### config.mk
export PLATFORM = sky130hd
export DESIGN_NAME = pgs_mul64
export DESIGN_NICKNAME = d
export VERILOG_FILES = /design/src/sv/pgs_pkg.sv /design/src/sv/pgs_mul64.sv
export SDC_FILE = /design/constraint.sdc
export NUM_CORES = 2
export LEC_CHECK = 0
export BUFFER_PORTS_ARGS = -buffer_cell sky130_fd_sc_hd__buf_2
export CORE_MARGIN = 4
export CORE_UTILIZATION = 44
export CTS_CLUSTER_DIAMETER = 80
export DETAILED_ROUTE_END_ITERATION = 8
export PLACE_DENSITY = 0.63
export REMOVE_ABC_BUFFERS = 1
export SLEW_MARGIN = 10
export SYNTH_ARGS = -nofsm -noshare
export SYNTH_HDL_FRONTEND = slang
export SYNTH_SLANG_ARGS = --single-unit
### constraint.sdc
create_clock -name clk -period 19.4 [get_ports clk]
set_input_delay 0.97 -clock clk [delete_from_list [all_inputs] [get_ports clk]]
set_output_delay 0.97 -clock clk [all_outputs]
set_load 0.02 [all_outputs]
### src/sv/pgs_pkg.sv
// pgs_pkg: shared types, constants and helpers of the polar gaussian sampler
// no dependencies; imported by every other file of the block
package pgs_pkg;

    localparam int UNIFORM_W   = 53;
    localparam int SAMPLE_W    = 32;
    localparam int MAG_W       = UNIFORM_W + 1;
    localparam int MAX_TRIES   = 10;
    localparam int TRY_W       = 6;
    localparam int FRAC_BITS   = 26;
    localparam int LOG_BITS    = 40;
    localparam int SAMPLE_SHIFT = 2 * LOG_BITS - FRAC_BITS;
    localparam int W_SHIFT     = 103 - 2 * LOG_BITS;
    localparam int SUM_W       = 2 * UNIFORM_W + 1;
    localparam logic [63:0] TWO_LN2_Q63 = 64'hB17217F7D1CF79AC;

    // one queued pair: magnitudes and signs of v = 2u - 1
    typedef struct packed {
        logic [MAG_W-1:0] mag_a;
        logic             neg_a;
        logic [MAG_W-1:0] mag_b;
        logic             neg_b;
    } pair_t;

    typedef struct packed {
        logic        start;
        logic [63:0] a;
        logic [63:0] b;
    } mul_req_t;

    typedef struct packed {
        logic         done;
        logic [127:0] product;
    } mul_rsp_t;

    typedef struct packed {
        logic         start;
        logic [127:0] x;
    } sqrt_req_t;

    typedef struct packed {
        logic        done;
        logic [63:0] root;
    } sqrt_rsp_t;

    // scale a Q.80 magnitude to the sample format, apply sign, saturate
    function automatic logic [SAMPLE_W-1:0] to_sample(logic [127:0] prod, logic neg);
        logic [127:0]        sh;
        logic [63:0]         mag;
        logic [SAMPLE_W-1:0] res;
        sh  = prod >> SAMPLE_SHIFT;
        mag = (sh[127:64] != 64'd0) ? {64{1'b1}} : sh[63:0];
        if (neg)
        begin
            if (mag >= 64'h8000_0000)
                res = 32'h8000_0000;
            else
                res = (~mag[31:0]) + 32'd1;
        end
        else
        begin
            if (mag > 64'h7FFF_FFFF)
                res = 32'h7FFF_FFFF;
            else
                res = mag[31:0];
        end
        return res;
    endfunction

endpackage

### src/sv/pgs_mul64.sv
// pgs_mul64: 64x64 unsigned multiplier, one 32x32 partial product per cycle
// depends on pgs_pkg
module pgs_mul64 import pgs_pkg::*;
(
    input  logic     clk,
    input  logic     rst_n,
    input  mul_req_t req,
    output mul_rsp_t rsp
);

    logic [63:0]  a_reg;
    logic [63:0]  b_reg;
    logic [127:0] acc_reg;
    logic [1:0]   cnt_reg;
    logic         busy_reg;
    logic         done_reg;

    logic [31:0]  a_half;
    logic [31:0]  b_half;
    logic [63:0]  pp;
    logic [6:0]   shift;

    // partial product selection
    always_comb
    begin
        a_half = cnt_reg[0] ? a_reg[63:32] : a_reg[31:0];
        b_half = cnt_reg[1] ? b_reg[63:32] : b_reg[31:0];
        pp     = {32'd0, a_half} * {32'd0, b_half};
        shift  = {({1'b0, cnt_reg[0]} + {1'b0, cnt_reg[1]}), 5'd0};
    end

    // accumulate four partial products
    always_ff @(posedge clk or negedge rst_n)
    begin
        if (!rst_n)
        begin
            busy_reg <= 1'b0;
            done_reg <= 1'b0;
            cnt_reg  <= 2'd0;
        end
        else
        begin
            done_reg <= 1'b0;
            if (req.start)
            begin
                a_reg    <= req.a;
                b_reg    <= req.b;
                acc_reg  <= 128'd0;
                cnt_reg  <= 2'd0;
                busy_reg <= 1'b1;
            end
            else if (busy_reg)
            begin
                acc_reg <= acc_reg + ({64'd0, pp} << shift);
                cnt_reg <= cnt_reg + 2'd1;
                if (cnt_reg == 2'd3)
                begin
                    busy_reg <= 1'b0;
                    done_reg <= 1'b1;
                end
            end
        end
    end

    assign rsp.done    = done_reg;
    assign rsp.product = acc_reg;

endmodule

# After elaboration in Yosys (flattened, before gate mapping)
# Index checks and enable logic that the tools add are counted.
# classes
order_cmp	0
div_mod_pow	0
n_mul	1
muxes	11
bitwise_logic	0
n_addsub	3
n_reduce_logical	2
shift	1
eq_ne	1
# op_table
op	count
128-bit adder	1
128-bit two-way mux	1
64-bit by 7-bit left shift with 128-bit output	1
32-bit by 32-bit multiplier with 64-bit output	1
32-bit two-way mux	2
1-bit two-way mux	6
2-bit two-way mux	2
1-bit by 1-bit adder with 2-bit output	1
2-bit by 1-bit adder with 2-bit output (second input constant)	1
2-bit equality test (second input constant)	1
2-bit AND reduction	1
2-bit nonzero test	1
# word_totals
n_memories	0
mem_bits_ro	0
latch_bits	0
out_inout_bits	129
inputBits	131
ff_bits	260
ramBits	0

# Depth between registers and ports, before layout
# logic_depth
ltp_word	5
mapped_depth	47

# Worst setup path after synthesis
# Ideal clock, no wire load.
# synth_path
path_kind	reg2reg
from	reg cnt_reg[0]
to	reg acc_reg[120] (data pin)
synth_period_minus_slack_ns	11.656
arrival_ns	11.377
slack_ns	7.744
setup_time_ns	0.279
stages_incl_launch_ff	45
cell_sequence	dfrtp_1 clkbuf_1 buf_1 mux2i_1 clkbuf_1 nor2_1 fa_1 fa_1 inv_1 fa_1 fa_1 inv_1 fa_1 fa_1 fa_1 inv_1 fa_1 inv_1 (+9 left out) a221oi_1 nor3_1 a2111oi_0 nor2_1 ha_1 clkbuf_1 nand4_1 nor3_1 nand3_1 nor4_1 a41oi_1 a2111oi_2 o21bai_1 a211oi_1 a21oi_1 a21oi_1 mux2i_1 o311ai_0
# synth_between
elab_chain_cells	5
# synth_rtl
item	line_no	rtl
from (decl)	pgs_mul64.sv:14	logic [1:0] cnt_reg;
from (signal assigned)	pgs_mul64.sv:55	cnt_reg <= cnt_reg + 2'd1;
32-bit two-way mux	pgs_mul64.sv:26	a_half = cnt_reg[0] ? a_reg[63:32] : a_reg[31:0];
32-bit by 32-bit multiplier with 64-bit output	pgs_mul64.sv:28	pp = {32'd0, a_half} * {32'd0, b_half};
64-bit by 7-bit left shift with 128-bit output (*)	pgs_mul64.sv:54	acc_reg <= acc_reg + ({64'd0, pp} << shift);
128-bit adder (*)	pgs_mul64.sv:54	
128-bit two-way mux (*)	pgs_mul64.sv:52	else if (busy_reg)
to (signal assigned)	pgs_mul64.sv:54	
to (decl)	pgs_mul64.sv:13	logic [127:0] acc_reg;
# Every way passes the cells marked *; elsewhere a longest branch is shown, timed or not.
# A chain may end at the register's enable or synchronous reset.

# Final worst setup path
# layout_path
from	reg cnt_reg[1]
to	reg acc_reg[120] (data pin)
# layout_between
elab_chain_cells	5
# layout_rtl
item	line_no	rtl
32-bit two-way mux	pgs_mul64.sv:27	b_half = cnt_reg[1] ? b_reg[63:32] : b_reg[31:0];
32-bit by 32-bit multiplier with 64-bit output	pgs_mul64.sv:28	
64-bit by 7-bit left shift with 128-bit output (*)	pgs_mul64.sv:54	
128-bit adder (*)	pgs_mul64.sv:54	
128-bit two-way mux (*)	pgs_mul64.sv:52	
# Marks and branches as above.

==> out/metrics.csv <==
metric,value,unit
worst_ep_arrival_time,14.63,ns
r2r_start,cnt_reg[1]$_DFFE_PN0P_,
fin_crit,14.30,ns
clock_latency,0.63,ns
placed_cell_area,54500,µm²
cts_setup_buffers,0,
rsz0062_at_grt,false,
setup_ws,5.10,ns
cp.required,19.73,ns
slew_headroom,29.1,%
io_pins,260,
grt_max_degree,75,
place_ws,5.42,ns
synth_top_area_cell,fa_1,
cp-start-kind,register,
numCtsBuffers,38,
largest_reg_flops,128,
clock_skew,0.0454,ns
r2r-end,acc_reg[120]$_SDFFCE_PP0P_,
tightest_slew,1.05,ns
hold_violations,0,
hpwl,145,mm
ys_seq_area_share,15.1,%
core,116000,µm²
layout-drive-gt1-share,9.43,%
path_class,register to register,
wl_per_cell,24.2,µm
yosys_warnings,0,
antenna_found_initial,6,
portBuffers,259,
max_stage_delay,0.90,ns
cts_hold_buf,0,
slew_violations,0,
clockRootBuffer,clkbuf_16,
firstDrtPassIters,6,
routabilityCongestion,0.985,
synth_cell_types,88,
dieWidth,350,µm
cpMostUsedCell,fa_1,
critical_path.endpoint_type,register,
chipHeight,350,µm
setup_viol,0,
wl,178,mm
synth_common_cells,"fa_1, nor2_1, inv_1",
slowest_stage,mux2_2,
yosysMostFrequentCell,fa_1,
viasPerCell,5.73,
syn_area,51600,µm²
via_count,42200,
startpoint,cnt_reg[1]$_DFFE_PN0P_,
track_usage,29.2,%
drv_cap,0,
rows,125,
grt_pass1_wl,271,mm
cts_resized,0,
synth-seq-cells,260,
crit_fanout,46,
synth_ff_type,edfxtp_1,
clockBufferDepth,3,
final_cell_area,55700,µm²
hold_path.class,primary input to asynchronous set/reset pin,
grt_overflow_total,0,
max_freq,69.9,MHz
fin_tns_setup,0,ns
syn_inst,5731,
status,finished clean,
seqCellArea,7800,µm²
final_nets,7236,
synth_top_area_share,34.8,%
htree_levels,2,
ant_nets,0,
initial_core_util,44.4,%
dieArea,123000,µm²
grt_pass1_vias,43300,
crit_path_end,acc_reg[120]$_SDFFCE_PP0P_,
route.detailed.drc,0,
syn_avg_cell_area,9.00,µm²
fin_crit_sh,73.7,%
cts_tree,yes,
synthTopCellsByArea,"fa_1, edfxtp_1, ha_1",
ys_async_sr_fraction,1.54,%
multiInputGateArea,39600,µm²
cts_sinks,260,
worst_r2r_path_depth,39,
synth_edf_count,256,
syn_to_final_growth,8.05,%
drt_iter0_markers,3864,
n_fill_cell,11200,
path_clk_slew,0.06,ns
ff2ff_setup_slack,5.10,ns
## cells in the final DEF (no fill, tap or decap), drive strengths merged, types with 40 or more instances in the layout
cell    count
buf       338
fa        897
nand3      49
a21oi     246
nand2     662
xnor2      95
mux2       69
xor2       85
clkbuf     40
mux2i     144
inv       882
and2       49
edfxtp    256
nand4      65
nor2      881
ha        391
o21ai     146
a21o      131
## worst min-delay path by stage
stage / start / cells past startpoint / slack [ns] / end
final: rst_n / 1 / 0.32 / busy_reg$_DFF_PN0_
after global routing: rst_n / 1 / 0.30 / busy_reg$_DFF_PN0_
after CTS: rst_n / 1 / 0.27 / busy_reg$_DFF_PN0_
after detailed placement: acc_reg[105]$_SDFFCE_PP0P_ / 2 / 0.59 / acc_reg[105]$_SDFFCE_PP0P_
after global placement: acc_reg[105]$_SDFFCE_PP0P_ / 2 / 0.58 / acc_reg[105]$_SDFFCE_PP0P_
after floorplan: rst_n / 0 / 0.67 / busy_reg$_DFF_PN0_
## final cells by class
class | instances | share of cell area, %
timing repair buffer | 338 | 3.41
sequential | 260 | 14.0
antenna | 3 | 0.0135
tap | 1524 | 3.42
inverter | 881 | 5.94
multi-input combinational | 4298 | 71.0
clock buffer | 40 | 1.72
clock inverter | 27 | 0.494
## critical path: cells and delay by family, from the launching register on
family                     cells  cell delay, ns
adders and majority gates     10            4.97
AOI/OAI and AO/OA             16            4.64
and+or+nand+nor                7            1.53
muxes                          2            1.09
buffers and inverters          4            0.97
DFF                            1            0.63
## through the flow
step | hold slack [ns] | utilization [%] | instances
final | 0.316 | 47.9 | 7371
after detailed placement | 0.588 | 46.9 | 7301
after global placement | 0.581 | 46.9 | 7301
after floorplan | 0.674 | - | 5439
after CTS | 0.273 | 47.9 | 7368
after global routing | 0.297 | 47.9 | 7368
## cell families (layout without fill, tap and decap cells)
family	Yosys count	count (layout)	synth area share [%]
flip-flops	260	260	15.1
buffers and inverters	1173	1286	8.62
AND/OR/NAND/NOR	1836	1836	14.7
multiplexers	213	213	4.30
XOR/XNOR	180	180	3.06
AO/OA/AOI/OAI	781	781	9.88
other	0	3	0
adder cells (fa/ha/maj)	1288	1288	44.3
## per-layer routing
layer | GRT usage, % | wire, µm | up-vias
met1 | 39.4 | 71700 | 21300
met3 | 7.68 | 19200 | 364
li1 | - | - | 18500
met4 | 9.44 | 7060 | 0
met2 | 46.2 | 80400 | 2028
met5 | 0 | 0 | -
Power is not shown: default switching activity piles up to over one toggle a cycle in this logic, so the estimate is an artifact.
