===== src/sv/pgs_pkg.sv =====
// pgs_pkg: shared types, constants and helpers of the polar gaussian sampler
// no dependencies; imported by every other file of the block
package pgs_pkg;

    localparam int UNIFORM_W   = 53;
    localparam int SAMPLE_W    = 32;
    localparam int MAG_W       = UNIFORM_W + 1;
    localparam int MAX_TRIES   = 10;
    localparam int TRY_W       = 6;
    localparam int FRAC_BITS   = 26;
    localparam int LOG_BITS    = 40;
    localparam int SAMPLE_SHIFT = 2 * LOG_BITS - FRAC_BITS;
    localparam int W_SHIFT     = 103 - 2 * LOG_BITS;
    localparam int SUM_W       = 2 * UNIFORM_W + 1;
    localparam logic [63:0] TWO_LN2_Q63 = 64'hB17217F7D1CF79AC;

    // one queued pair: magnitudes and signs of v = 2u - 1
    typedef struct packed {
        logic [MAG_W-1:0] mag_a;
        logic             neg_a;
        logic [MAG_W-1:0] mag_b;
        logic             neg_b;
    } pair_t;

    typedef struct packed {
        logic        start;
        logic [63:0] a;
        logic [63:0] b;
    } mul_req_t;

    typedef struct packed {
        logic         done;
        logic [127:0] product;
    } mul_rsp_t;

    typedef struct packed {
        logic         start;
        logic [127:0] x;
    } sqrt_req_t;

    typedef struct packed {
        logic        done;
        logic [63:0] root;
    } sqrt_rsp_t;

    // scale a Q.80 magnitude to the sample format, apply sign, saturate
    function automatic logic [SAMPLE_W-1:0] to_sample(logic [127:0] prod, logic neg);
        logic [127:0]        sh;
        logic [63:0]         mag;
        logic [SAMPLE_W-1:0] res;
        sh  = prod >> SAMPLE_SHIFT;
        mag = (sh[127:64] != 64'd0) ? {64{1'b1}} : sh[63:0];
        if (neg)
        begin
            if (mag >= 64'h8000_0000)
                res = 32'h8000_0000;
            else
                res = (~mag[31:0]) + 32'd1;
        end
        else
        begin
            if (mag > 64'h7FFF_FFFF)
                res = 32'h7FFF_FFFF;
            else
                res = mag[31:0];
        end
        return res;
    endfunction

endpackage


===== src/sv/pgs_isqrt.sv =====
// pgs_isqrt: floor square root of a 128-bit value, one root bit per cycle
// depends on pgs_pkg
module pgs_isqrt import pgs_pkg::*;
(
    input  logic      clk,
    input  logic      rst_n,
    input  sqrt_req_t req,
    output sqrt_rsp_t rsp
);

    logic [127:0] x_reg;
    logic [67:0]  rem_reg;
    logic [63:0]  root_reg;
    logic [5:0]   cnt_reg;
    logic         busy_reg;
    logic         done_reg;

    logic [67:0]  rem_sh;
    logic [67:0]  trial;

    // restoring step on two radicand bits
    always_comb
    begin
        rem_sh = {rem_reg[65:0], x_reg[127:126]};
        trial  = {2'b00, root_reg, 2'b01};
    end

    always_ff @(posedge clk or negedge rst_n)
    begin
        if (!rst_n)
        begin
            busy_reg <= 1'b0;
            done_reg <= 1'b0;
            cnt_reg  <= 6'd0;
        end
        else
        begin
            done_reg <= 1'b0;
            if (req.start)
            begin
                x_reg    <= req.x;
                rem_reg  <= 68'd0;
                root_reg <= 64'd0;
                cnt_reg  <= 6'd0;
                busy_reg <= 1'b1;
            end
            else if (busy_reg)
            begin
                x_reg <= {x_reg[125:0], 2'b00};
                if (rem_sh >= trial)
                begin
                    rem_reg  <= rem_sh - trial;
                    root_reg <= {root_reg[62:0], 1'b1};
                end
                else
                begin
                    rem_reg  <= rem_sh;
                    root_reg <= {root_reg[62:0], 1'b0};
                end
                cnt_reg <= cnt_reg + 6'd1;
                if (cnt_reg == 6'd63)
                begin
                    busy_reg <= 1'b0;
                    done_reg <= 1'b1;
                end
            end
        end
    end

    assign rsp.done = done_reg;
    assign rsp.root = root_reg;

endmodule


===== config.mk =====
export PLATFORM = sky130hd
export DESIGN_NAME = pgs_isqrt
export DESIGN_NICKNAME = d
export VERILOG_FILES = /design/src/sv/pgs_pkg.sv /design/src/sv/pgs_isqrt.sv
export SDC_FILE = /design/constraint.sdc
export NUM_CORES = 1
export LEC_CHECK = 0
export BUFFER_PORTS_ARGS = -buffer_cell sky130_fd_sc_hd__buf_2
export CAP_MARGIN = 10
export CORE_MARGIN = 2
export CORE_UTILIZATION = 60
export CTS_CLUSTER_DIAMETER = 50
export DETAILED_ROUTE_END_ITERATION = 16
export PLACE_DENSITY = 0.82
export SLEW_MARGIN = 20
export SYNTH_ARGS = -nofsm -noshare
export SYNTH_HDL_FRONTEND = slang
export SYNTH_SLANG_ARGS = --single-unit

===== constraint.sdc =====
create_clock -name clk -period 12.47 [get_ports clk]
set_clock_uncertainty 0.1 [all_clocks]
set_input_delay 0.6235 -clock clk [delete_from_list [all_inputs] [get_ports clk]]
set_output_delay 0.6235 -clock clk [all_outputs]
set_load 0.02 [all_outputs]

-- Word-level counts from Yosys, hierarchy flattened
Cells that the tools add are included.
- output and inout bits: 65
- word-level logic and storage cells: 26
- flip-flop bits (word level): 268
- input bits: 131
- multiplexer cells: 14
- equal/unequal tests: 1
- magnitude comparators: 1
- add/subtract/negate cells: 2
- reduce and logical (&&, ||, !) cells: 2
- operators with widths (operator ; count):
    $mux W128 ; 2
    $mux W68 ; 2
    $ge A68 B66 Y1 ; 1
    $sub A68 B66 Y68 ; 1
    $mux W64 ; 1
    $mux W6 ; 2
    $mux W1 ; 7
    $add A6 B1 Y6 const B ; 1
    $eq A6 B6 Y1 const B ; 1
    $reduce_and A2 Y1 ; 1
    $reduce_bool A2 Y1 ; 1

-- Longest topological paths before layout
Gate-level depths: netlist of run 1.
- word-level depth: 4
- depth in mapped cells: 15
- depth with buffers taken out: 12

-- Worst setup path after synthesis of run 1
Ideal clock, no wire load.
- path kind: input to register
- from: input req[128] in the netlist's numbering
- to: register x_reg[0] (enable)
- setup slack: 5.096 ns
- data required time: 11.740 ns
- path buffers: 1
- data arrival time: 6.644 ns
- setup time: 0.630 ns
- stages on the path: 3
- path through: clkbuf_1 nor2_1 nor2b_1
- word-level cells in the longest chain between the ends: 2
- RTL lines (what ; RTL line ; text):
    start, declared ; pgs_isqrt.sv:7 ; input sqrt_req_t req,
    $reduce_bool A2 Y1 (no line) ; n/a ;
    $reduce_and A2 Y1 (no line) ; n/a ;
    end signal, assigned ; pgs_isqrt.sv:41 ; x_reg <= req.x;
    end signal, assigned ; pgs_isqrt.sv:49 ; x_reg <= {x_reg[125:0], 2'b00};
    end, declared ; pgs_isqrt.sv:11 ; logic [127:0] x_reg;
Every way passes these cells.
A chain may end at the register's enable or synchronous reset.

-- Final worst setup path of run 1
- from: register root_reg[1]
- to: register rem_reg[27], data pin
- word-level cells in the longest chain between the ends: 3
- elaborated cells between the ends (all ways): 4
- classes of those cells: add/sub: 1; order compare: 1; mux: 2
- RTL lines (what ; RTL line ; text):
    start, declared ; pgs_isqrt.sv:13 ; logic [63:0] root_reg;
    start signal, assigned ; pgs_isqrt.sv:53 ; root_reg <= {root_reg[62:0], 1'b1};
    start signal, assigned ; pgs_isqrt.sv:58 ; root_reg <= {root_reg[62:0], 1'b0};
    $sub A68 B66 Y68 / $ge A68 B66 Y1 (equally long branches) ; pgs_isqrt.sv:52, pgs_isqrt.sv:50 ;
    $mux W68 (*) ; pgs_isqrt.sv:50 ; if (rem_sh >= trial)
    $mux W68 (*) ; pgs_isqrt.sv:47 ; else if (busy_reg)
    end signal, assigned ; pgs_isqrt.sv:52 ; rem_reg <= rem_sh - trial;
    end signal, assigned ; pgs_isqrt.sv:57 ; rem_reg <= rem_sh;
    end, declared ; pgs_isqrt.sv:12 ; logic [67:0] rem_reg;
Mark *: on every way between the ends. The rest lies on a longest branch, timed or not.

==> results of run 1 <==
==> routing by layer <==
metal | wire length (microns) | global-route usage (%) | part of all wire, % | vias up
met4 | 964 | 8.064 | 2.5 | 6
li1 | - | - | - | 6012
met3 | 3229 | 7.859 | 8.4 | 79
met2 | 18320 | 44.28 | 47 | 438
met5 | 36 | 0 | 0.093 | -
met1 | 16090 | 34.27 | 42 | 6012
==> cell usage after synthesis (all sizes together), types with 3 or more instances <==
library cell  number
nand2b            11
nor3              25
mux2i             92
a32oi              3
nand3b             4
o211ai             9
or3                5
a21o              24
o21a               9
and2               6
o21ai             52
mux2             132
nor4               5
nand4             28
a21oi            117
edfxtp           258
clkbuf            77
inv               82
and3              11
o21bai            16
o22ai              3
nor2b              9
nor2             212
buf               18
nand3             17
dfrtp              8
a31oi              5
xor2              25
or4                4
xnor2             32
nand2             73
a221oi             6
a2111oi            3
a21boi             6
ha                67
o31ai              4
a211oi            55
==> per-stage QoR <==
stage          cells  worst slack [ns]  utilization (%)
2_1_floorplan   1543             5.096                -
3_3_place_gp    1993             8.348            65.13
3_5_place_dp    1993             8.209            65.13
4_1_cts         2055             8.178            69.47
5_1_grt         2055             7.926            69.47
6_report        2058             8.169            69.50
==> how the worst max path moves through the flow <==
stage | from | endpoint | slack, ns | depth (start not counted)
floorplan | req[128] | x_reg[0]$_SDFFCE_PN0P_ | 5.10 | 3
global placement | root_reg[1]$_SDFFCE_PP0P_ | rem_reg[25]$_SDFFCE_PP0P_ | 8.35 | 13
detailed placement | root_reg[1]$_SDFFCE_PP0P_ | rem_reg[27]$_SDFFCE_PP0P_ | 8.21 | 13
CTS | root_reg[1]$_SDFFCE_PP0P_ | rem_reg[27]$_SDFFCE_PP0P_ | 8.18 | 13
global route | root_reg[1]$_SDFFCE_PP0P_ | rem_reg[25]$_SDFFCE_PP0P_ | 7.93 | 13
finish | root_reg[1]$_SDFFCE_PP0P_ | rem_reg[27]$_SDFFCE_PP0P_ | 8.17 | 13
==> worst max-delay path, stage by stage (launching register included) <==
cell and delay [ns]:
sky130_fd_sc_hd__edfxtp_1 0.40, sky130_fd_sc_hd__inv_1 0.06, sky130_fd_sc_hd__ha_1 0.36, sky130_fd_sc_hd__o211ai_1 0.19
sky130_fd_sc_hd__a21oi_1 0.08, sky130_fd_sc_hd__o41a_1 0.46, sky130_fd_sc_hd__a221oi_2 0.37, sky130_fd_sc_hd__o21a_2 0.25
sky130_fd_sc_hd__o211ai_4 0.13, sky130_fd_sc_hd__a211oi_4 0.24, sky130_fd_sc_hd__buf_4 0.72, sky130_fd_sc_hd__mux2_2 0.41
sky130_fd_sc_hd__mux2i_1 0.13, sky130_fd_sc_hd__nor2_1 0.07
==> cells by family after synthesis <==
family	synth area share, %
and+or+nand+nor	11.47
AOI/OAI and AO/OA	13.16
DFF	48.36
muxes	14.65
buffers and inverters	4.225
adders and majority gates	5.101
xor gates and xnor gates	3.038
==> layout make-up <==
type,instances,area (sq um),area share [%]
multi-input combinational,1100,7807,41.68
inverter,82,307.8,1.643
timing repair buffer,204,1060,5.658
antenna,3,7.507,0.04008
clock buffer,40,893.4,4.770
clock inverter,22,276.5,1.476
tap,341,426.7,2.278
sequential,266,7951,42.45
==> placed cells by master, fill, tap and decap left out, drive strengths merged, types with 8 or more instances in the layout <==
cell    Yosys  routed
a211oi     55      55
a21o       24      24
a21oi     117     117
and3       11      11
buf        18     204
clkbuf     77      40
clkinv      0      10
dfrtp       8       8
edfxtp    258     258
ha         67      67
inv        82      89
mux2      132     132
mux2i      92      92
nand2      73      73
nand2b     11      11
nand3      17      17
nand4      28      28
nor2      212     212
nor2b       9       9
nor3       25      25
o211ai      9       9
o21a        9       9
o21ai      52      52
o21bai     16      16
xnor2      32      32
xor2       25      25
==> power by group <==
part / internal, uW / leakage, uW / switching, uW
logic: 376 / 0.00465 / 524
registers: 1100 / 0.00268 / 63.2
clock network: 578 / 0.000563 / 424
==> impl_summary.md, run 1 <==
Run status
The flow ran to the end, and the final reports show no timing, DRC or antenna violations.

Cells and area
The layout has roughly 1900 filler cells. After routing the design area is roughly 0.019 sq mm. The flip-flop count of the largest register, all copies and words added is 128. Of the cells placed in the final design, the portion with a size suffix greater than 1 is between 20% and 30%. The layout-stage area growth over the synthesis result is 13.97%.

The number of nets in the layout is between 1500 and 2000.

Clock tree
At the later pin of the worst-skew pair, clock insertion delay measures 0.54 ns. The H-tree was split into 2 levels. TritonCTS built the clock tree.

Counting along the longest clock path gives a buffer depth of 3. Buffers inserted during clock tree synthesis total 34. The number of buffers inserted for hold repair after clock tree synthesis is 0.

After clock tree synthesis, the clock-pin slew on the worst setup and hold paths is around 0.07 ns. In this run the clock root is driven by a sky130_fd_sc_hd__clkbuf_16. The number of clock sinks is approximately 270.

Post-CTS repair changed the size of 0 cells. The total setup buffers inserted after CTS is 0.

Synthesis
For this run, the leading register cell type out of synthesis is sky130_fd_sc_hd__edfxtp_1. The distinct cell type count of the synthesized netlist is 69. Dividing the synthesized area by the synthesized cell count gives 10.65 sq um. The synthesized instance count is between 1500 and 2000. The synthesized design contains 258 enable-type register cells.

When the netlist entered floorplanning its net count stood at 1741. The total standard cell area after synthesis is 0.01643 sq mm. The biggest area contributor in the post-synthesis netlist is sky130_fd_sc_hd__edfxtp_1.

Yosys attributes the largest share of cell area to sky130_fd_sc_hd__edfxtp_1 47%, sky130_fd_sc_hd__mux2_2 9.0%, sky130_fd_sc_hd__mux2i_1 5.6%, sky130_fd_sc_hd__ha_1 5.1%, sky130_fd_sc_hd__nor2_1 4.8%. After synthesis, the share of flip-flops with an asynchronous set or reset is about 3%. The synthesis-stage register bit count is 266.

The area share of the largest cell type after synthesis is 47.14%. Sequential elements use 48.36% of the synthesized area. The yosys synthesis warning count is 0.

Worst setup path
The number of cells on the worst reg-to-reg path is 13. The beginning of the worst register-to-register path is root_reg[1]$_SDFFCE_PP0P_. Along the worst path, the maximum fanout reaches 77. The endpoint of the worst register-to-register path is rem_reg[27]$_SDFFCE_PP0P_. The reg2reg setup slack is 8.17 ns.

The required time at the endpoint of the critical path is 12.61 ns. The element type at the critical path end is a flop. The setup path with the least slack is of type reg -> reg.

Data on the critical path arrives at its endpoint at 4.44 ns. The worst setup path is launched from a flop.

Power
For this design the static power due to leakage is 0.007894 uW. The power consumption is around 3100 uW. IR analysis of the VDD net gives a maximum drop of 0.1312 mV. In this run the power density over the cells is 163.8 mW/mm^2.

Route
The detail-routed net length per standard cell is 18.78 microns. The total iterations of the first detailed-routing run is 5. Across all layers, the routed design uses 12547 vias. The total DRC errors in the routed layout is 0.

The detailed router finished its first iteration with around 940 violations. The sum of routed wire length over all layers is 38640 microns. The post-route antenna net violation count is 0.

Using the TritonRoute via totals, the vias-per-cell ratio works out to 6.097.

Placement
The routability-driven placement congestion ratio is 0.9563. The half-perimeter wire length of the detailed placement result is between 20000 and 30000 microns. The placed instance area is 0.01755 sq mm. The number of port buffers is 195.

Global route
The remaining global-route overflow is 0. The first global-routing pass estimated 62580 microns of wire. The number of antenna violations at the first check in global routing was 6. The pin count of the biggest net entering global routing is about 100. The via count of the first global-routing pass was between 10000 and 15000. The total routing usage reported by global routing is 26.78%.

Die
The die is 169.5 microns tall. The site row count is 60. The die covers 0.02873 sq mm.

The area of the core is 0.02695 sq mm. For this design the top-level I/O count stands at 196. The initial utilization of the core area, before any placement, comes to 60.98%. The x dimension of the die is roughly 170 microns.

Hold path
In this run the worst hold path is classified as in -> async.

STA
The fmax is 232.5 MHz. The clock period could shrink to 4.301 ns. The number of max-slew violations in the final report is 0.

The hold violation count in the final report is 0. Headroom to the max-slew limit came out at 28.68%. Setup violations remaining at the end of the flow were counted as 0. The transition at the pin with the smallest max-transition slack is 1.070 ns.

Setup repair after global routing left no endpoint under its margin. The worst hold-check slack is approximately 0.06 ns. Dividing the final minimum period by the clock period gives 34.49%. The accumulated negative setup slack is 0 ns.

Flow run
The number of max-cap violations is 0.
(Power assumes the default switching activity.)
==> run 2: changes to the inputs <==
--- a/config.mk
+++ b/config.mk
@@ -8,10 +8,10 @@
 export BUFFER_PORTS_ARGS = -buffer_cell sky130_fd_sc_hd__buf_2
 export CAP_MARGIN = 10
 export CORE_MARGIN = 2
-export CORE_UTILIZATION = 60
+export CORE_UTILIZATION = 54
 export CTS_CLUSTER_DIAMETER = 50
 export DETAILED_ROUTE_END_ITERATION = 16
-export PLACE_DENSITY = 0.82
+export PLACE_DENSITY = 0.78
 export SLEW_MARGIN = 20
 export SYNTH_ARGS = -nofsm -noshare
 export SYNTH_HDL_FRONTEND = slang
==> constraint.sdc (replaced) <==
create_clock -name clk -period 3.9 [get_ports clk]
set_clock_uncertainty 0.1 [all_clocks]
set_input_delay 0.195 -clock clk [delete_from_list [all_inputs] [get_ports clk]]
set_output_delay 0.195 -clock clk [all_outputs]
set_load 0.02 [all_outputs]
==> run 2 against run 1 <==
Effect of this change: first-iteration DRC count is 0.21% lower; combinational power rose to 3.6 times the previous value; highest routed layer unchanged; count of clock-buffer cells in the layout decreased by 1; fmax increased by 13%; critical endpoint is now rem_reg[60]$_SDFFCE_PP0P_; sequential share of layout area is 3.9 points lower; non-clock buffer count up 167; hold slack worse by 0.032 ns.
==> impl_summary.md, run 2 (same netlist as run 1, synthesis figures left out) <==
Hold path
The worst hold path begins at req[128]. For hold timing, the worst endpoint is cnt_reg[1]$_DFFE_PN0N_. In this run the worst hold path is classified as in -> reg. The number of stages on the worst hold path is 2.

Die
The area of the core is 0.02980 sq mm (+11%). The starting utilization of the core area came to 55.16% (-5.8 points). The overall die area is 0.03185 sq mm (+11%). The x dimension of the die is 178.5 microns (+5.3%). The site row count is 63 (+5.0%). The total I/O pin count was 196 (unchanged).

The overall die height is 178.5 microns (+5.3%).

STA
The headroom to the max-slew limit is 39.05% (+10 points). The transition at the pin with the smallest max-transition slack is 0.9143 ns (-0.1555 ns). The clock period minus worst slack is 3.820 ns (-0.4807 ns). The number of setup violations in the final report was 0 (unchanged).

The number of max-slew violations in the final report is 0 (unchanged). The least setup slack across all paths after layout was 0.07986 ns (-8.089 ns). The fmax is 261.8 MHz (+13%). The worst hold-check slack is 0.02728 ns (-0.03234 ns). The fraction of the cycle the final worst path needs is 97.95% (+63 points).

The hold violation count in the final report was 0 (unchanged).

Route
The detail-routed net length per standard cell is 19.45 microns (+3.6%). The post-route antenna net violation count is 0 (unchanged). The total iterations of the first detailed-routing run was 7 (+2). The number of vias in the routed layout is 13374 (+6.6%). The violation count after the first detailed-route iteration was 935 (-0.21%).

The via density per instance was 5.876 (-3.6%). The sum of routed wire length over all layers is 44280 microns (+15%). The total DRC errors in the routed layout is 0 (unchanged).

Clock tree
The root buffer cell chosen for the clock tree is sky130_fd_sc_hd__clkbuf_16. The maximum number of buffers from clock root to sink was 3 (unchanged). The maximum level of the CTS H-tree is 2 (unchanged).

TritonCTS built the clock tree. The clock insertion delay at the later pin of the skew report is 0.52 ns (-0.02 ns). The CTS buffer count is 35 (+2.9%). The clock-pin slew reported for the worst setup and hold paths after clock tree synthesis is 0.06 ns (about the same). The number of clock sinks is 266 (unchanged).

Cells and area
The share of the core filled with cells is 69.20% (-0.30 points). The number of nets in the layout was 2054 (+8.9%). The layout-stage area growth over the synthesis result is 25.47%. The proportion of layout cells with a drive suffix above 1 is 24.69% (+0.83 points). Leaving out fill and tap cells, the most frequent cell in the layout is sky130_fd_sc_hd__edfxtp_1. The flip-flop count of the largest register, all copies and words added is 128 (unchanged). The finished layout cell area was 0.02062 sq mm (+10%). The final standard cell count with taps included and fillers excluded is 2276 (+11%). In the layout the commonest cells are 258 x sky130_fd_sc_hd__edfxtp_1, 212 x sky130_fd_sc_hd__nor2_1, 193 x sky130_fd_sc_hd__buf_2.

Global route
The met2 track utilization from global routing is 46.30% (+2.0 points). The wire length of the first global-routing pass was 69450 microns (+11%). The pin count of the biggest net entering global routing is 171 (+74%). The met1 track demand over resource is 35.47% (+1.2 points). The remaining global-route overflow is 0 (unchanged).

The via count of the first global-routing pass is 13440 (+8.5%). The number of antenna violations at the first check in global routing is 4 (-2). The total routing usage reported by global routing was 27.34% (+0.56 points). The met3 usage is 5.712% (-2.1 points). The global routing stage identified its most utilized layer as met2.

Worst setup path
The element type at the critical path end is a flop. The number of cells on the worst reg-to-reg path is 12 (-1). The start-to-end type of the worst setup path is reg -> reg. The reg2reg setup slack came to 0.08 ns (-8.09 ns). The maximum net fanout on the critical path was 17 (-78%). The arrival time at the worst endpoint is 3.99 ns (-0.45 ns).

The endpoint identified for the worst register-to-register timing path is rem_reg[60]$_SDFFCE_PP0P_. The beginning of the worst register-to-register path is root_reg[3]$_SDFFCE_PP0P_. STA classifies the critical path startpoint as a flop.

The required time at the endpoint of the critical path is 4.07 ns (-8.54 ns). The start point of the critical path is root_reg[3]$_SDFFCE_PP0P_.

Flow run
The number of max-cap violations was 0 (unchanged).

Power
The largest voltage drop on the vdd net is 0.3606 mV (+170%). The power per unit of standard cell area is 504.1 mW/mm^2 (+210%). The cell leakage power is 0.008694 uW (+10%).

Placement
The post-placement cell count is 2072 (+4.0%). The routability-driven placement congestion ratio was 0.9218 (-3.6%). The placed instance area is 0.01793 sq mm (+2.1%). The half-perimeter wire length of the detailed placement result is 27560 microns (+5.1%). The number of port buffers is 195 (unchanged). The setup slack at placement is 0.05390 ns (-8.155 ns).

Run status
The run finished with clean final reports.
## run 2: cell types whose count changed in the layout (fill, tap and decap cells not counted), sizes merged
cell	delta
clkinvlp	-2
clkinv	+2
bufinv	+3
dlygate4sd3	+128
buf	+38
## run 2: per-layer routing
metal / share of wire [%] / up-vias
met5: 0.025 / -
met4: 2.4 / 2
met3: 7.2 / 81
met2: 48 / 529
met1: 42 / 6417
li1: - / 6345
## run 2: worst max path at each step
| stage | to | slack (ns) |
|---|---|---|
| after floorplan | rem_reg[25]$_SDFFCE_PP0P_ | 0.38 |
| after global placement | rem_reg[64]$_SDFFCE_PP0P_ | 0.12 |
| after detailed placement | rem_reg[36]$_SDFFCE_PP0P_ | 0.05 |
| after CTS | rem_reg[48]$_SDFFCE_PP0P_ | 0.04 |
| after global routing | rem_reg[60]$_SDFFCE_PP0P_ | -0.02 |
| final | rem_reg[60]$_SDFFCE_PP0P_ | 0.08 |
## run 2: area by class of cell
class / instances / area [sq um]
fillers: 2190 / 9176
flip-flops and latches: 266 / 7951
multi-input cells: 1100 / 7910
diodes: 3 / 7.507
repair buffers: 371 / 2739
clock inverters: 25 / 304.0
inverters: 82 / 307.8
clock buffers: 39 / 912.1
well taps: 390 / 488.0
## run 2: worst max-delay path, stage by stage, from the launching register on
cell and delay, ns:
sky130_fd_sc_hd__edfxtp_1 0.41, sky130_fd_sc_hd__inv_1 0.09, sky130_fd_sc_hd__ha_2 0.30, sky130_fd_sc_hd__a21o_1 0.20, sky130_fd_sc_hd__o41a_1 0.44, sky130_fd_sc_hd__a221oi_4 0.34, sky130_fd_sc_hd__o21a_4 0.22, sky130_fd_sc_hd__o211ai_4 0.11
sky130_fd_sc_hd__a211oi_4 0.43, sky130_fd_sc_hd__buf_4 0.20, sky130_fd_sc_hd__buf_12 0.14, sky130_fd_sc_hd__mux2_2 0.33, sky130_fd_sc_hd__a32o_1 0.25
## run 2: where the power goes
group | internal [uW] | switching [uW]
registers | 3520 | 208
clock network | 2060 | 1340
logic | 1450 | 1820
## run 2: stage by stage
step           total power [uW]  setup TNS [ns]
6_report                  10390               0
2_1_floorplan              5916               0
4_1_cts                   10250               0
5_1_grt                   10890        -0.01792
3_5_place_dp               6764               0
3_3_place_gp               6696               0
## run 2: repair_timing
item | in CTS | in global routing
hold buffers | 128 | 0
hold endpoints to repair | 128 | 0
buffers inserted | 0 | 8
gates resized for setup | 0 | 25
endpoints found under the setup margin | 0 | 34
==> run 3: changes to the inputs <==
--- a/config.mk
+++ b/config.mk
@@ -8,10 +8,11 @@
 export BUFFER_PORTS_ARGS = -buffer_cell sky130_fd_sc_hd__buf_2
 export CAP_MARGIN = 10
 export CORE_MARGIN = 2
-export CORE_UTILIZATION = 54
+export CORE_UTILIZATION = 55
+export CTS_BUF_LIST = sky130_fd_sc_hd__clkbuf_4 sky130_fd_sc_hd__clkbuf_8
 export CTS_CLUSTER_DIAMETER = 50
 export DETAILED_ROUTE_END_ITERATION = 16
-export PLACE_DENSITY = 0.78
+export PLACE_DENSITY = 0.79
 export SLEW_MARGIN = 20
 export SYNTH_ARGS = -nofsm -noshare
 export SYNTH_HDL_FRONTEND = slang
==> run 3 against run 2 <==
Effect of this change: first-iteration DRC count increased by 5.8%; cell count is 1.2% higher; global-route usage rose by 0.70 points; highest routed layer is now met4.
==> impl_summary.md, run 3 (same netlist as run 1, synthesis figures left out) <==
Run status
The run finished with clean final reports.

Die
The area of the core came to 0.02956 sq mm (-0.79%). The site row count is 63 (unchanged). The overall die area is 0.03128 sq mm (-1.8%).

The x dimension of the die is 176.9 microns (-0.89%). The overall die height is 176.9 microns (-0.89%). The total I/O pin count is 196 (unchanged).

The starting utilization of the core area came to 55.60% (+0.44 points).

Global route
The wire length of the first global-routing pass is 69980 microns (+0.76%). The via count of the first global-routing pass is 13407 (-0.25%). The pin count of the biggest net entering global routing is 184 (+7.6%). The number of antenna violations at the first check in global routing is 1 (-3). The remaining global-route overflow is 0 (unchanged). The total routing usage reported by global routing is 28.04% (+0.70 points).

Hold path
In this run the most critical hold path is launched from req[128]. The number of stages on the worst hold path is 2 (unchanged). The path class of the tightest hold or removal check is in -> reg.

Clock tree
The clock insertion delay at the later pin of the skew report was 0.58 ns (+0.06 ns). TritonCTS built the clock tree. The cell chosen for the clock root is sky130_fd_sc_hd__clkbuf_8. The maximum number of buffers from clock root to sink came to 3 (unchanged).

The maximum level of the CTS H-tree came to 2 (unchanged). The CTS buffer count is 47 (+34%). The number of clock sinks was 266 (unchanged). The clock-pin slew reported for the worst setup and hold paths after clock tree synthesis is 0.06 ns (about the same).

STA
The hold violation count in the final report is 0 (unchanged). The fmax was 266.4 MHz (+1.8%). The worst hold-check slack is 0.04640 ns (+0.01912 ns). The number of max-slew violations in the final report is 0 (unchanged).

The number of setup violations in the final report is 0 (unchanged). The least setup slack across all paths after layout is 0.1456 ns (+0.06574 ns). The accumulated negative setup slack is 0 ns (unchanged). The headroom to the max-slew limit is 36.14% (-2.9 points). The fraction of the cycle the final worst path needs is 96.27% (-1.7 points). The clock period minus worst slack was 3.754 ns (-0.06574 ns). The transition at the pin with the smallest max-transition slack is 0.9579 ns (+0.04356 ns).

Worst setup path
In this run the worst setup path terminates at rem_reg[59]$_SDFFCE_PP0P_. The most critical setup path has its startpoint at rem_reg[24]$_SDFFCE_PP0P_. The beginning of the worst register-to-register path is rem_reg[24]$_SDFFCE_PP0P_.

The worst setup path is of the reg -> reg kind. The maximum net fanout on the critical path is 14 (-3). STA classifies the critical path startpoint as a flop. The number of cells on the worst reg-to-reg path is 13 (+1).

The reg2reg setup slack is 0.15 ns (+0.07 ns). The required time at the endpoint of the critical path is 4.21 ns (+0.14 ns). The endpoint of the worst register-to-register path is rem_reg[59]$_SDFFCE_PP0P_.

STA classifies the critical path endpoint as a flop. The arrival time at the worst endpoint is 4.06 ns (+0.07 ns).

Cells and area
The flip-flop count of the largest register, all copies and words added is 128 (unchanged). The number of nets in the layout came to 2074 (+0.97%). The finished layout cell area is 0.02049 sq mm (-0.63%).

The top cell types in the final layout, fill and taps aside, are 258 x sky130_fd_sc_hd__edfxtp_1, 212 x sky130_fd_sc_hd__nor2_1, 193 x sky130_fd_sc_hd__buf_2. Compared with the post-synthesis result, the final layout area differs by 24.67%. The fill cell total of the finished layout came to 2114 (-3.5%). The most common library cell in the layout ignoring fill and taps is sky130_fd_sc_hd__edfxtp_1. The proportion of layout cells with a drive suffix above 1 is 25.41% (+0.71 points).

Placement
The routability-driven placement congestion ratio is 0.9191 (-0.29%). The half-perimeter wire length of the detailed placement result was 26620 microns (-3.4%). The setup slack at placement is -0.02070 ns (-0.07460 ns). The placed instance area is 0.01787 sq mm (-0.31%).

The number of port buffers is 195 (unchanged).

Flow run
The number of max-cap violations is 0 (unchanged).

Power
The power per unit of standard cell area is 481.7 mW/mm^2 (-4.4%). The power consumption was 9870 uW (-5.0%). The cell leakage power is 0.008654 uW (-0.46%). The largest voltage drop on the vdd net is 0.3936 mV (+9.2%).

Route
The sum of routed wire length over all layers was 45080 microns (+1.8%). The post-route antenna net violation count was 0 (unchanged). The total DRC errors in the routed layout is 0 (unchanged).

The via density per instance came to 5.838 (-0.65%). The violation count after the first detailed-route iteration is 989 (+5.8%). The total iterations of the first detailed-routing run is 5 (-2). The detail-routed net length per standard cell is 19.57 microns (+0.58%). The number of vias in the routed layout was 13451 (+0.58%).
run 3: report_power, final:
group          switching (uW)  leakage [uW]  total, uW  internal, uW
registers                 214       0.00268       3740          3520
clock network            1290      0.000512       2860          1580
logic                    1810       0.00546       3270          1460
run 3: critical path: stages (launching register included):
cell                       delay, ns
sky130_fd_sc_hd__edfxtp_1       0.44
sky130_fd_sc_hd__ha_1           0.41
sky130_fd_sc_hd__nand2_1        0.11
sky130_fd_sc_hd__or3_1          0.36
sky130_fd_sc_hd__or4_4          0.56
sky130_fd_sc_hd__nor3_2         0.18
sky130_fd_sc_hd__o21bai_1       0.09
sky130_fd_sc_hd__a31oi_2        0.24
sky130_fd_sc_hd__a211oi_4       0.10
sky130_fd_sc_hd__buf_4          0.16
sky130_fd_sc_hd__buf_4          0.18
sky130_fd_sc_hd__nor4b_2        0.29
sky130_fd_sc_hd__mux2i_1        0.11
sky130_fd_sc_hd__a311oi_1       0.26
run 3: per-layer routing:
metal	vias up	global-route usage, %	routed length (microns)
met5	-	0	0
met3	140	6.207	3434
met1	6347	35.85	18380
li1	6380	-	-
met4	0	12.19	1890
met2	584	45.93	21370
run 3: stage by stage:
step / cells / util, %
5_1_grt: 2304 / 69.32
4_1_cts: 2283 / 68.25
2_1_floorplan: 1543 / -
6_report: 2304 / 69.32
3_5_place_dp: 2068 / 60.46
3_3_place_gp: 2068 / 60.46
run 3: worst min-delay path by stage:
stage                     slack, ns                     end
final                          0.05  cnt_reg[0]$_DFFE_PN0N_
after global routing           0.05  cnt_reg[0]$_DFFE_PN0N_
after CTS                      0.01  cnt_reg[0]$_DFFE_PN0N_
after detailed placement       0.38  x_reg[1]$_SDFFCE_PN0P_
after global placement         0.38  x_reg[1]$_SDFFCE_PN0P_
after floorplan               -0.20      busy_reg$_DFF_PN0_
run 3: final cells by class:
cell class	instances	area, sq um	area share [%]
multi-input cells	1100	7914	38.62
repair buffers	379	2815	13.74
clock inverters	30	290.3	1.417
diodes	1	2.502	0.01221
clock buffers	56	720.7	3.517
well taps	390	488.0	2.382
inverters	82	307.8	1.502
flip-flops and latches	266	7951	38.81
run 3: timing repair:
item,in CTS,in global routing
hold endpoints to repair,176,0
buffers inserted,0,17
pin swaps,0,7
setup endpoints to repair,1,56
hold buffers,129,0
gates cloned,0,3
gates resized for setup,0,26
